**config.mk**
```make
export PLATFORM = sky130hd
export DESIGN_NAME = sha256_stream_hasher
export DESIGN_NICKNAME = d
export VERILOG_FILES = /design/src/sv/ssh_pkg.sv /design/src/sv/sha256_stream_hasher.sv /design/src/sv/ssh_front.sv /design/src/sv/ssh_fifo.sv /design/src/sv/ssh_core.sv
export SDC_FILE = /design/constraint.sdc
export NUM_CORES = 2
export LEC_CHECK = 0
export BUFFER_PORTS_ARGS = -buffer_cell sky130_fd_sc_hd__buf_2
export CORE_MARGIN = 2
export CORE_UTILIZATION = 35
export CTS_CLUSTER_SIZE = 24
export DETAILED_ROUTE_END_ITERATION = 10
export MAX_ROUTING_LAYER = met4
export PLACE_DENSITY_LB_ADDON = 0.3
export SETUP_SLACK_MARGIN = 0.1
export SLEW_MARGIN = 5
export SYNTH_ARGS = -nofsm -noshare
export SYNTH_HDL_FRONTEND = slang
export SYNTH_SLANG_ARGS = --single-unit
```
**constraint.sdc**
```tcl
create_clock -name clock -period 17.35 [get_ports clock]
set_input_delay 3.47 -clock clock [delete_from_list [all_inputs] [get_ports clock]]
set_output_delay 3.47 -clock clock [all_outputs]
set_load 0.05 [all_outputs]
```
**src/sv/ssh_pkg.sv**
```systemverilog
package ssh_pkg;

   localparam int QDEPTH = 4;
   localparam int QPTR_W = $clog2(QDEPTH);
   localparam int QCNT_W = $clog2(QDEPTH + 1);

   localparam int RSP_DATA_W = 40;

   typedef struct packed {
      logic [31:0] word;
      logic        final_word;
   } q_entry_type;

   typedef enum logic [1:0] {
      FRONT_IDLE,
      FRONT_PAD_FIRST,
      FRONT_PAD_FILL
   } front_state_type;

   typedef enum logic [1:0] {
      CORE_LOAD,
      CORE_ROUND,
      CORE_ADD,
      CORE_EMIT
   } core_state_type;

   localparam logic KIND_DATA   = 1'b0;
   localparam logic KIND_FINISH = 1'b1;

   function automatic logic [31:0] rotr(input logic [31:0] x, input int unsigned n);
      return (x >> n) | (x << (32 - n));
   endfunction

   function automatic logic [31:0] big_sigma0(input logic [31:0] x);
      return rotr(x, 2) ^ rotr(x, 13) ^ rotr(x, 22);
   endfunction

   function automatic logic [31:0] big_sigma1(input logic [31:0] x);
      return rotr(x, 6) ^ rotr(x, 11) ^ rotr(x, 25);
   endfunction

   function automatic logic [31:0] small_sigma0(input logic [31:0] x);
      return rotr(x, 7) ^ rotr(x, 18) ^ (x >> 3);
   endfunction

   function automatic logic [31:0] small_sigma1(input logic [31:0] x);
      return rotr(x, 17) ^ rotr(x, 19) ^ (x >> 10);
   endfunction

   function automatic logic [31:0] initial_hash(input logic [2:0] idx);
      logic [31:0] v;
      case (idx)
         3'd0: v = 32'h6A09E667;
         3'd1: v = 32'hBB67AE85;
         3'd2: v = 32'h3C6EF372;
         3'd3: v = 32'hA54FF53A;
         3'd4: v = 32'h510E527F;
         3'd5: v = 32'h9B05688C;
         3'd6: v = 32'h1F83D9AB;
         3'd7: v = 32'h5BE0CD19;
         default: v = 32'h6A09E667;
      endcase
      return v;
   endfunction

   function automatic logic [31:0] round_k(input logic [5:0] idx);
      logic [31:0] v;
      case (idx)
         6'd0:  v = 32'h428A2F98;  6'd1:  v = 32'h71374491;
         6'd2:  v = 32'hB5C0FBCF;  6'd3:  v = 32'hE9B5DBA5;
         6'd4:  v = 32'h3956C25B;  6'd5:  v = 32'h59F111F1;
         6'd6:  v = 32'h923F82A4;  6'd7:  v = 32'hAB1C5ED5;
         6'd8:  v = 32'hD807AA98;  6'd9:  v = 32'h12835B01;
         6'd10: v = 32'h243185BE;  6'd11: v = 32'h550C7DC3;
         6'd12: v = 32'h72BE5D74;  6'd13: v = 32'h80DEB1FE;
         6'd14: v = 32'h9BDC06A7;  6'd15: v = 32'hC19BF174;
         6'd16: v = 32'hE49B69C1;  6'd17: v = 32'hEFBE4786;
         6'd18: v = 32'h0FC19DC6;  6'd19: v = 32'h240CA1CC;
         6'd20: v = 32'h2DE92C6F;  6'd21: v = 32'h4A7484AA;
         6'd22: v = 32'h5CB0A9DC;  6'd23: v = 32'h76F988DA;
         6'd24: v = 32'h983E5152;  6'd25: v = 32'hA831C66D;
         6'd26: v = 32'hB00327C8;  6'd27: v = 32'hBF597FC7;
         6'd28: v = 32'hC6E00BF3;  6'd29: v = 32'hD5A79147;
         6'd30: v = 32'h06CA6351;  6'd31: v = 32'h14292967;
         6'd32: v = 32'h27B70A85;  6'd33: v = 32'h2E1B2138;
         6'd34: v = 32'h4D2C6DFC;  6'd35: v = 32'h53380D13;
         6'd36: v = 32'h650A7354;  6'd37: v = 32'h766A0ABB;
         6'd38: v = 32'h81C2C92E;  6'd39: v = 32'h92722C85;
         6'd40: v = 32'hA2BFE8A1;  6'd41: v = 32'hA81A664B;
         6'd42: v = 32'hC24B8B70;  6'd43: v = 32'hC76C51A3;
         6'd44: v = 32'hD192E819;  6'd45: v = 32'hD6990624;
         6'd46: v = 32'hF40E3585;  6'd47: v = 32'h106AA070;
         6'd48: v = 32'h19A4C116;  6'd49: v = 32'h1E376C08;
         6'd50: v = 32'h2748774C;  6'd51: v = 32'h34B0BCB5;
         6'd52: v = 32'h391C0CB3;  6'd53: v = 32'h4ED8AA4A;
         6'd54: v = 32'h5B9CCA4F;  6'd55: v = 32'h682E6FF3;
         6'd56: v = 32'h748F82EE;  6'd57: v = 32'h78A5636F;
         6'd58: v = 32'h84C87814;  6'd59: v = 32'h8CC70208;
         6'd60: v = 32'h90BEFFFA;  6'd61: v = 32'hA4506CEB;
         6'd62: v = 32'hBEF9A3F7;  6'd63: v = 32'hC67178F2;
         default: v = 32'h428A2F98;
      endcase
      return v;
   endfunction

endpackage

```
**src/sv/sha256_stream_hasher.sv**
```systemverilog
// channel | dir | handshake             | payload
// req     | in  | req_tvalid/req_tready | tdata[7:0] data_byte, tuser kind
// rsp     | out | rsp_tvalid/rsp_tready | tdata[31:0] digest_word, [34:32] word_index,
//         |     |                       | tlast last_word
// Data bytes are taken one per cycle; every fourth byte becomes a word in a 4-deep queue.
// For each block the core loads 16 words, runs 64 rounds and adds into the hash; the queue
// holds 16 bytes, so the other 48 arrive while the core loads.
// Finish pushes the padding words, runs one or two compressions, then 8 digest transfers.
// Synchronous reset returns the hash words, fill and bit count to their initial values.
// The input stalls when the queue is full; the rsp output register holds under backpressure.
module sha256_stream_hasher import ssh_pkg::*; (
   input  logic                  clock,
   input  logic                  reset,
   input  logic                  req_tvalid,
   output logic                  req_tready,
   input  logic [7:0]            req_tdata,   // [7:0] data_byte
   input  logic                  req_tuser,   // [0] kind
   output logic                  rsp_tvalid,
   input  logic                  rsp_tready,
   output logic [RSP_DATA_W-1:0] rsp_tdata,   // [31:0] digest_word, [34:32] word_index
   output logic                  rsp_tlast
);

   logic        q_full, q_empty, q_push, q_pop;
   q_entry_type push_entry, pop_entry;

   ssh_front u_front (
      .clock      (clock),
      .reset      (reset),
      .req_tvalid (req_tvalid),
      .req_tready (req_tready),
      .req_tdata  (req_tdata),
      .req_tuser  (req_tuser),
      .q_full     (q_full),
      .q_push     (q_push),
      .q_entry    (push_entry)
   );

   ssh_fifo u_fifo (
      .clock      (clock),
      .reset      (reset),
      .push       (q_push),
      .push_entry (push_entry),
      .full       (q_full),
      .pop        (q_pop),
      .pop_entry  (pop_entry),
      .empty      (q_empty)
   );

   ssh_core u_core (
      .clock      (clock),
      .reset      (reset),
      .q_empty    (q_empty),
      .q_entry    (pop_entry),
      .q_pop      (q_pop),
      .rsp_tvalid (rsp_tvalid),
      .rsp_tready (rsp_tready),
      .rsp_tdata  (rsp_tdata),
      .rsp_tlast  (rsp_tlast)
   );

endmodule

```
**src/sv/ssh_front.sv**
```systemverilog
module ssh_front import ssh_pkg::*; (
   input  logic        clock,
   input  logic        reset,
   input  logic        req_tvalid,
   output logic        req_tready,
   input  logic [7:0]  req_tdata,
   input  logic        req_tuser,
   input  logic        q_full,
   output logic        q_push,
   output q_entry_type q_entry
);

   front_state_type state_ff, state_in;
   logic [31:0] acc_ff, acc_in;
   logic [5:0]  fill_ff, fill_in;
   logic [63:0] bit_count_ff, bit_count_in;
   logic [63:0] total_ff, total_in;
   logic [3:0]  widx_ff, widx_in;
   logic [1:0]  part_ff, part_in;
   logic        len_ok_ff, len_ok_in;
   logic        accept;
   logic [31:0] first_word;

   assign accept = req_tvalid && req_tready;

   always_comb begin
      case (part_ff)
         2'd0: first_word = 32'h8000_0000;
         2'd1: first_word = {acc_ff[7:0], 8'h80, 16'h0};
         2'd2: first_word = {acc_ff[15:0], 8'h80, 8'h0};
         2'd3: first_word = {acc_ff[23:0], 8'h80};
         default: first_word = 32'h8000_0000;
      endcase
   end

   always_ff @(posedge clock) begin
      if (reset) begin
         state_ff     <= FRONT_IDLE;
         fill_ff      <= '0;
         bit_count_ff <= '0;
      end else begin
         state_ff     <= state_in;
         fill_ff      <= fill_in;
         bit_count_ff <= bit_count_in;
      end
      acc_ff    <= acc_in;
      total_ff  <= total_in;
      widx_ff   <= widx_in;
      part_ff   <= part_in;
      len_ok_ff <= len_ok_in;
   end

   always_comb begin
      state_in     = state_ff;
      acc_in       = acc_ff;
      fill_in      = fill_ff;
      bit_count_in = bit_count_ff;
      total_in     = total_ff;
      widx_in      = widx_ff;
      part_in      = part_ff;
      len_ok_in    = len_ok_ff;
      req_tready   = 1'b0;
      q_push       = 1'b0;
      q_entry      = '{word: {acc_ff[23:0], req_tdata}, final_word: 1'b0};
      case (state_ff)
         FRONT_IDLE: begin
            req_tready = !q_full;
            if (accept) begin
               if (req_tuser == KIND_DATA) begin
                  acc_in  = {acc_ff[23:0], req_tdata};
                  fill_in = fill_ff + 6'd1;
                  q_push  = (fill_ff[1:0] == 2'd3);
                  if (fill_ff == 6'd63) begin
                     bit_count_in = bit_count_ff + 64'd512;
                  end
               end else begin
                  total_in     = bit_count_ff + {55'd0, fill_ff, 3'd0};
                  widx_in      = fill_ff[5:2];
                  part_in      = fill_ff[1:0];
                  len_ok_in    = (fill_ff[5:2] < 4'd14);
                  fill_in      = '0;
                  bit_count_in = '0;
                  state_in     = FRONT_PAD_FIRST;
               end
            end
         end
         FRONT_PAD_FIRST: begin
            q_entry = '{word: first_word, final_word: 1'b0};
            if (!q_full) begin
               q_push   = 1'b1;
               widx_in  = widx_ff + 4'd1;
               len_ok_in = len_ok_ff || (widx_ff == 4'd15);
               state_in = FRONT_PAD_FILL;
            end
         end
         FRONT_PAD_FILL: begin
            if (len_ok_ff && widx_ff == 4'd14) begin
               q_entry = '{word: total_ff[63:32], final_word: 1'b0};
            end else if (len_ok_ff && widx_ff == 4'd15) begin
               q_entry = '{word: total_ff[31:0], final_word: 1'b1};
            end else begin
               q_entry = '{word: 32'h0, final_word: 1'b0};
            end
            if (!q_full) begin
               q_push    = 1'b1;
               widx_in   = widx_ff + 4'd1;
               len_ok_in = len_ok_ff || (widx_ff == 4'd15);
               if (q_entry.final_word) begin
                  state_in = FRONT_IDLE;
               end
            end
         end
         default: state_in = FRONT_IDLE;
      endcase
   end

endmodule

```
**src/sv/ssh_fifo.sv**
```systemverilog
module ssh_fifo import ssh_pkg::*; (
   input  logic        clock,
   input  logic        reset,
   input  logic        push,
   input  q_entry_type push_entry,
   output logic        full,
   input  logic        pop,
   output q_entry_type pop_entry,
   output logic        empty
);

   q_entry_type       mem_ff [QDEPTH];
   logic [QPTR_W-1:0] wr_ptr_ff, wr_ptr_in;
   logic [QPTR_W-1:0] rd_ptr_ff, rd_ptr_in;
   logic [QCNT_W-1:0] count_ff, count_in;
   logic              do_push, do_pop;

   assign full      = (count_ff == QCNT_W'(QDEPTH));
   assign empty     = (count_ff == '0);
   assign do_push   = push && !full;
   assign do_pop    = pop && !empty;
   assign pop_entry = mem_ff[rd_ptr_ff];

   always_comb begin
      wr_ptr_in = do_push ? wr_ptr_ff + 1'b1 : wr_ptr_ff;
      rd_ptr_in = do_pop ? rd_ptr_ff + 1'b1 : rd_ptr_ff;
      count_in  = count_ff;
      if (do_push && !do_pop) begin
         count_in = count_ff + 1'b1;
      end else if (do_pop && !do_push) begin
         count_in = count_ff - 1'b1;
      end
   end

   always_ff @(posedge clock) begin
      if (reset) begin
         wr_ptr_ff <= '0;
         rd_ptr_ff <= '0;
         count_ff  <= '0;
      end else begin
         wr_ptr_ff <= wr_ptr_in;
         rd_ptr_ff <= rd_ptr_in;
         count_ff  <= count_in;
      end
      if (do_push) begin
         mem_ff[wr_ptr_ff] <= push_entry;
      end
   end

endmodule

```
**src/sv/ssh_core.sv**
```systemverilog
module ssh_core import ssh_pkg::*; (
   input  logic                  clock,
   input  logic                  reset,
   input  logic                  q_empty,
   input  q_entry_type           q_entry,
   output logic                  q_pop,
   output logic                  rsp_tvalid,
   input  logic                  rsp_tready,
   output logic [RSP_DATA_W-1:0] rsp_tdata,
   output logic                  rsp_tlast
);

   core_state_type state_ff, state_in;
   logic [31:0] hash_ff [8];
   logic [31:0] hash_in [8];
   logic [31:0] vars_ff [8];
   logic [31:0] vars_in [8];
   logic [31:0] w_ff [16];
   logic [31:0] w_in [16];
   logic [3:0]  load_cnt_ff, load_cnt_in;
   logic [5:0]  round_ff, round_in;
   logic [2:0]  emit_idx_ff, emit_idx_in;
   logic        final_ff, final_in;
   logic        out_valid_ff, out_valid_in;
   logic [RSP_DATA_W-1:0] out_data_ff, out_data_in;
   logic        out_last_ff, out_last_in;
   logic [31:0] t1, t2, w_next;
   logic        out_free;

   assign rsp_tvalid = out_valid_ff;
   assign rsp_tdata  = out_data_ff;
   assign rsp_tlast  = out_last_ff;
   assign out_free   = !out_valid_ff || rsp_tready;

   assign t1 = vars_ff[7] + big_sigma1(vars_ff[4])
             + ((vars_ff[4] & vars_ff[5]) ^ (~vars_ff[4] & vars_ff[6]))
             + round_k(round_ff) + w_ff[0];
   assign t2 = big_sigma0(vars_ff[0])
             + ((vars_ff[0] & vars_ff[1]) ^ (vars_ff[0] & vars_ff[2])
                ^ (vars_ff[1] & vars_ff[2]));
   assign w_next = small_sigma1(w_ff[14]) + w_ff[9] + small_sigma0(w_ff[1]) + w_ff[0];

   always_ff @(posedge clock) begin
      if (reset) begin
         state_ff     <= CORE_LOAD;
         load_cnt_ff  <= '0;
         out_valid_ff <= 1'b0;
         for (int j = 0; j < 8; j++) begin
            hash_ff[j] <= initial_hash(3'(j));
         end
      end else begin
         state_ff     <= state_in;
         load_cnt_ff  <= load_cnt_in;
         out_valid_ff <= out_valid_in;
         hash_ff      <= hash_in;
      end
      vars_ff     <= vars_in;
      w_ff        <= w_in;
      round_ff    <= round_in;
      emit_idx_ff <= emit_idx_in;
      final_ff    <= final_in;
      out_data_ff <= out_data_in;
      out_last_ff <= out_last_in;
   end

   always_comb begin
      state_in     = state_ff;
      hash_in      = hash_ff;
      vars_in      = vars_ff;
      w_in         = w_ff;
      load_cnt_in  = load_cnt_ff;
      round_in     = round_ff;
      emit_idx_in  = emit_idx_ff;
      final_in     = final_ff;
      out_valid_in = out_valid_ff && !rsp_tready;
      out_data_in  = out_data_ff;
      out_last_in  = out_last_ff;
      q_pop        = 1'b0;
      case (state_ff)
         CORE_LOAD: begin
            if (!q_empty) begin
               q_pop = 1'b1;
               for (int j = 0; j < 15; j++) begin
                  w_in[j] = w_ff[j+1];
               end
               w_in[15]    = q_entry.word;
               load_cnt_in = load_cnt_ff + 4'd1;
               if (load_cnt_ff == 4'd15) begin
                  final_in = q_entry.final_word;
                  vars_in  = hash_ff;
                  round_in = '0;
                  state_in = CORE_ROUND;
               end
            end
         end
         CORE_ROUND: begin
            vars_in[7] = vars_ff[6];
            vars_in[6] = vars_ff[5];
            vars_in[5] = vars_ff[4];
            vars_in[4] = vars_ff[3] + t1;
            vars_in[3] = vars_ff[2];
            vars_in[2] = vars_ff[1];
            vars_in[1] = vars_ff[0];
            vars_in[0] = t1 + t2;
            for (int j = 0; j < 15; j++) begin
               w_in[j] = w_ff[j+1];
            end
            w_in[15] = w_next;
            round_in = round_ff + 6'd1;
            if (round_ff == 6'd63) begin
               state_in = CORE_ADD;
            end
         end
         CORE_ADD: begin
            for (int j = 0; j < 8; j++) begin
               hash_in[j] = hash_ff[j] + vars_ff[j];
            end
            emit_idx_in = '0;
            state_in    = final_ff ? CORE_EMIT : CORE_LOAD;
         end
         CORE_EMIT: begin
            if (out_free) begin
               out_valid_in = 1'b1;
               out_data_in  = {5'd0, emit_idx_ff, hash_ff[0]};
               out_last_in  = (emit_idx_ff == 3'd7);
               for (int j = 0; j < 7; j++) begin
                  hash_in[j] = hash_ff[j+1];
               end
               hash_in[7]  = initial_hash(emit_idx_ff);
               emit_idx_in = emit_idx_ff + 3'd1;
               if (emit_idx_ff == 3'd7) begin
                  state_in = CORE_LOAD;
               end
            end
         end
         default: state_in = CORE_LOAD;
      endcase
   end

endmodule

```
==> flow_summary.toml <==
[cells_and_area]
drive_gt1_frac = 0.0636
regArea_mm2 = 0.0391
layout_common_cells = "nand2_1, edfxtp_1, a21oi_1, o21ai_0, ha_1"
instances_no_fill = 10500
area_delta_synth_final_pct = 10.6
fill_cells = 21800
fin_area_mm2 = 0.0879
nNetsFinal = 8022
multi_input_area_mm2 = 0.0375
layout_commonest_cell = "nand2_1"

[route]
via_count = 59000
firstDrtPassIters = 9
drc = 0
first_iter_violations = 6469
ant_nets = 0
totalWireLength_mm = 258
via_per_inst = 5.61
avgRoutedWirePerCell_um = 24.5

[pwr]
p_leak_nw = 33.6
peakVddDrop_mv = 0.366
powerDensity_mw_per_mm2 = 237

[global_route]
grt_overflow_total = 0
grt_max_degree = 151
grt_pass1_wl_mm = 376
grt.total_usage = 0.224
grt_pass1_vias = 56200
antenna_found_initial = 17

[cts]
postCtsHoldBufs = 0
numCtsBuffers = 152
clk_pin_slew_ns = 0.07
cts_max_path_buffers = 3
clk_latency_ns = 0.84
cts_max_level = 4
cts_resized = 0
cts_tree = "built"
cts_num_sinks = 1433
cts_setup_buffers = 0
clock-root-buffer = "clkbuf_16"

[critical_path]
cp-start-kind = "flip-flop"
cp.required_ns = 17.90
cp_slowest_stage_delay_ns = 0.60
path_delay_family = "compound AO/OA/AOI/OAI gates"
crit_path_end_kind = "flip-flop"
cp.arrival_ns = 9.56
cp.buffers_inverters = 1
cp_max_fo = 6
crit_slowest_cell = "edfxtp_1"
crit_type = "flip-flop to flip-flop"
cpMostUsedCell = "fa_1"

[floorplan]
initial_core_util = 0.353
fp.dieArea_mm2 = 0.231
die_w_um = 480
ios = 56
coreArea_mm2 = 0.225
die_h_um = 480
rows = 174

[yosys]
postSynthAreaPerCell_um2 = 10.5
synth_top_cell_by_area = "edfxtp_1"
synth_top_family_by_area = "compound AO/OA/AOI/OAI gates"
ys_ff_latch = 1433
synthCells = 7539
synth-adder-area-share = 0.117
yosysWarnings = 0
synthFlopType = "edfxtp_1"
syn_area_mm2 = 0.0794
async_reset_ff_frac = 0
synth-compound-area-share = 0.157
synthMuxAreaShare = 0.0167
synthXorXnorAreaFrac = 0.0682
synth.distinct_cells = 98
yosysSeqAreaShare = 0.492
synth_edf_count = 1036
synth_top_cell_area_share = 0.392
synth_area_leaders = "edfxtp_1, dfxtp_1, ha_1"
synth-simple-area-share = 0.111

[place]
place_inst = 10200
io_buffers = 50
dp_hpwl_mm = 182
gp_congestion = 0.954
place_area_mm2 = 0.0826

[timing]
drv_slew = 0
final_hold_viol_count = 0
rsz0062_at_grt = "no"
setup_tns_ns = 0
fin_crit_sh = 0.519
min_period_ns = 9.01
finalSetupViolations = 0
clock_skew_ns = 0.0493
hold_ws_ns = 0.378
timing.fmax_mhz = 111
relSlewSlack = 0.198
worst_pin_slew_ns = 1.19

[outcome]
status = "completed"

[hold_path]
hp-class = "flip-flop to flip-flop"

[run]
maxCapViolCount = 0
-- synth_stat cells, types with 196 or more instances --
cell and n:
o21ai_0 475, nor2_1 390, xnor2_1 397, xor2_1 222, nand2_1 1126, clkbuf_1 393
ha_1 414, fa_1 196, a21oi_1 490, edfxtp_1 1036, dfxtp_1 397, inv_1 363
-- sequential cells by signal (all words and copies together), names as in the netlist, 24 cells and up, named ones only --
name                  cells
u_front.acc_ff           24
u_front.bit_count_ff     55
u_core.w_ff             512
u_core.rsp_tdata         35
u_front.total_ff         60
u_core.hash_ff          256
u_fifo.mem_ff           132
u_core.vars_ff          256
-- where the power goes --
| part | internal (mW) | switching [mW] |
|---|---|---|
| Sequential | 4.86 | 0.598 |
| Combinational | 4.71 | 7.27 |
| Clock | 1.94 | 1.46 |
-- final cells by class --
cell class	instances	area share
sequential	1433	0.445
multi-input combinational	5314	0.427
clock buffer	205	0.0480
tap	2992	0.0426
inverter	366	0.0158
clock inverter	76	0.0116
timing repair buffer	132	0.0104
antenna	4	0.000114
-- worst paths after layout --
| path | startpoint | end | slack, ns | cells past startpoint |
|---|---|---|---|---|
| worst min-delay path | u_core.w_ff[338] | u_core.w_ff[370] | 0.38 | 0 |
| worst max-delay path | u_core.vars_ff[122] | u_core.vars_ff[254] | 8.34 | 31 |
| worst min register to register | u_core.w_ff[338] | u_core.w_ff[370] | 0.38 | 0 |
| worst max register to register | u_core.vars_ff[122] | u_core.vars_ff[254] | 8.34 | 31 |
-- kinds of logic after synthesis --
logic type	count (synthesis)
flip-flops	1433
adder cells (fa/ha/maj)	632
XOR/XNOR	619
buffers and inverters	796
AO/OA/AOI/OAI	1927
other	1
AND/OR/NAND/NOR	2040
multiplexers	91
-- stage by stage --
stage	util	total power [mW]	setup slack (ns)
6_report	0.390	20.8	8.34
5_1_grt	0.390	22.3	7.79
4_1_cts	0.390	20.8	8.31
3_5_place_dp	0.367	17.3	8.32
3_3_place_gp	0.367	17.1	8.32
2_1_floorplan	-	14.0	3.89
-- metal layers --
metal / vias up / GRT usage / wire [um]
met1: 29200 / 0.319 / 117000
met3: 419 / 0.0321 / 19100
met2: 2509 / 0.326 / 112000
li1: 26900 / - / -
met5: - / - / 0
met4: 0 / 0.0787 / 9480
-- worst reg2reg max path: cells and delay by family (launching register included) --
kind	cells	cell delay (ns)
buffers and inverters	1	0.05
AND/OR/NAND/NOR	2	0.18
AO/OA/AOI/OAI	17	3.82
flip-flops	1	0.60
XOR/XNOR	4	1.05
adder cells (fa/ha/maj)	7	3.04
(Power assumes the default switching activity.)
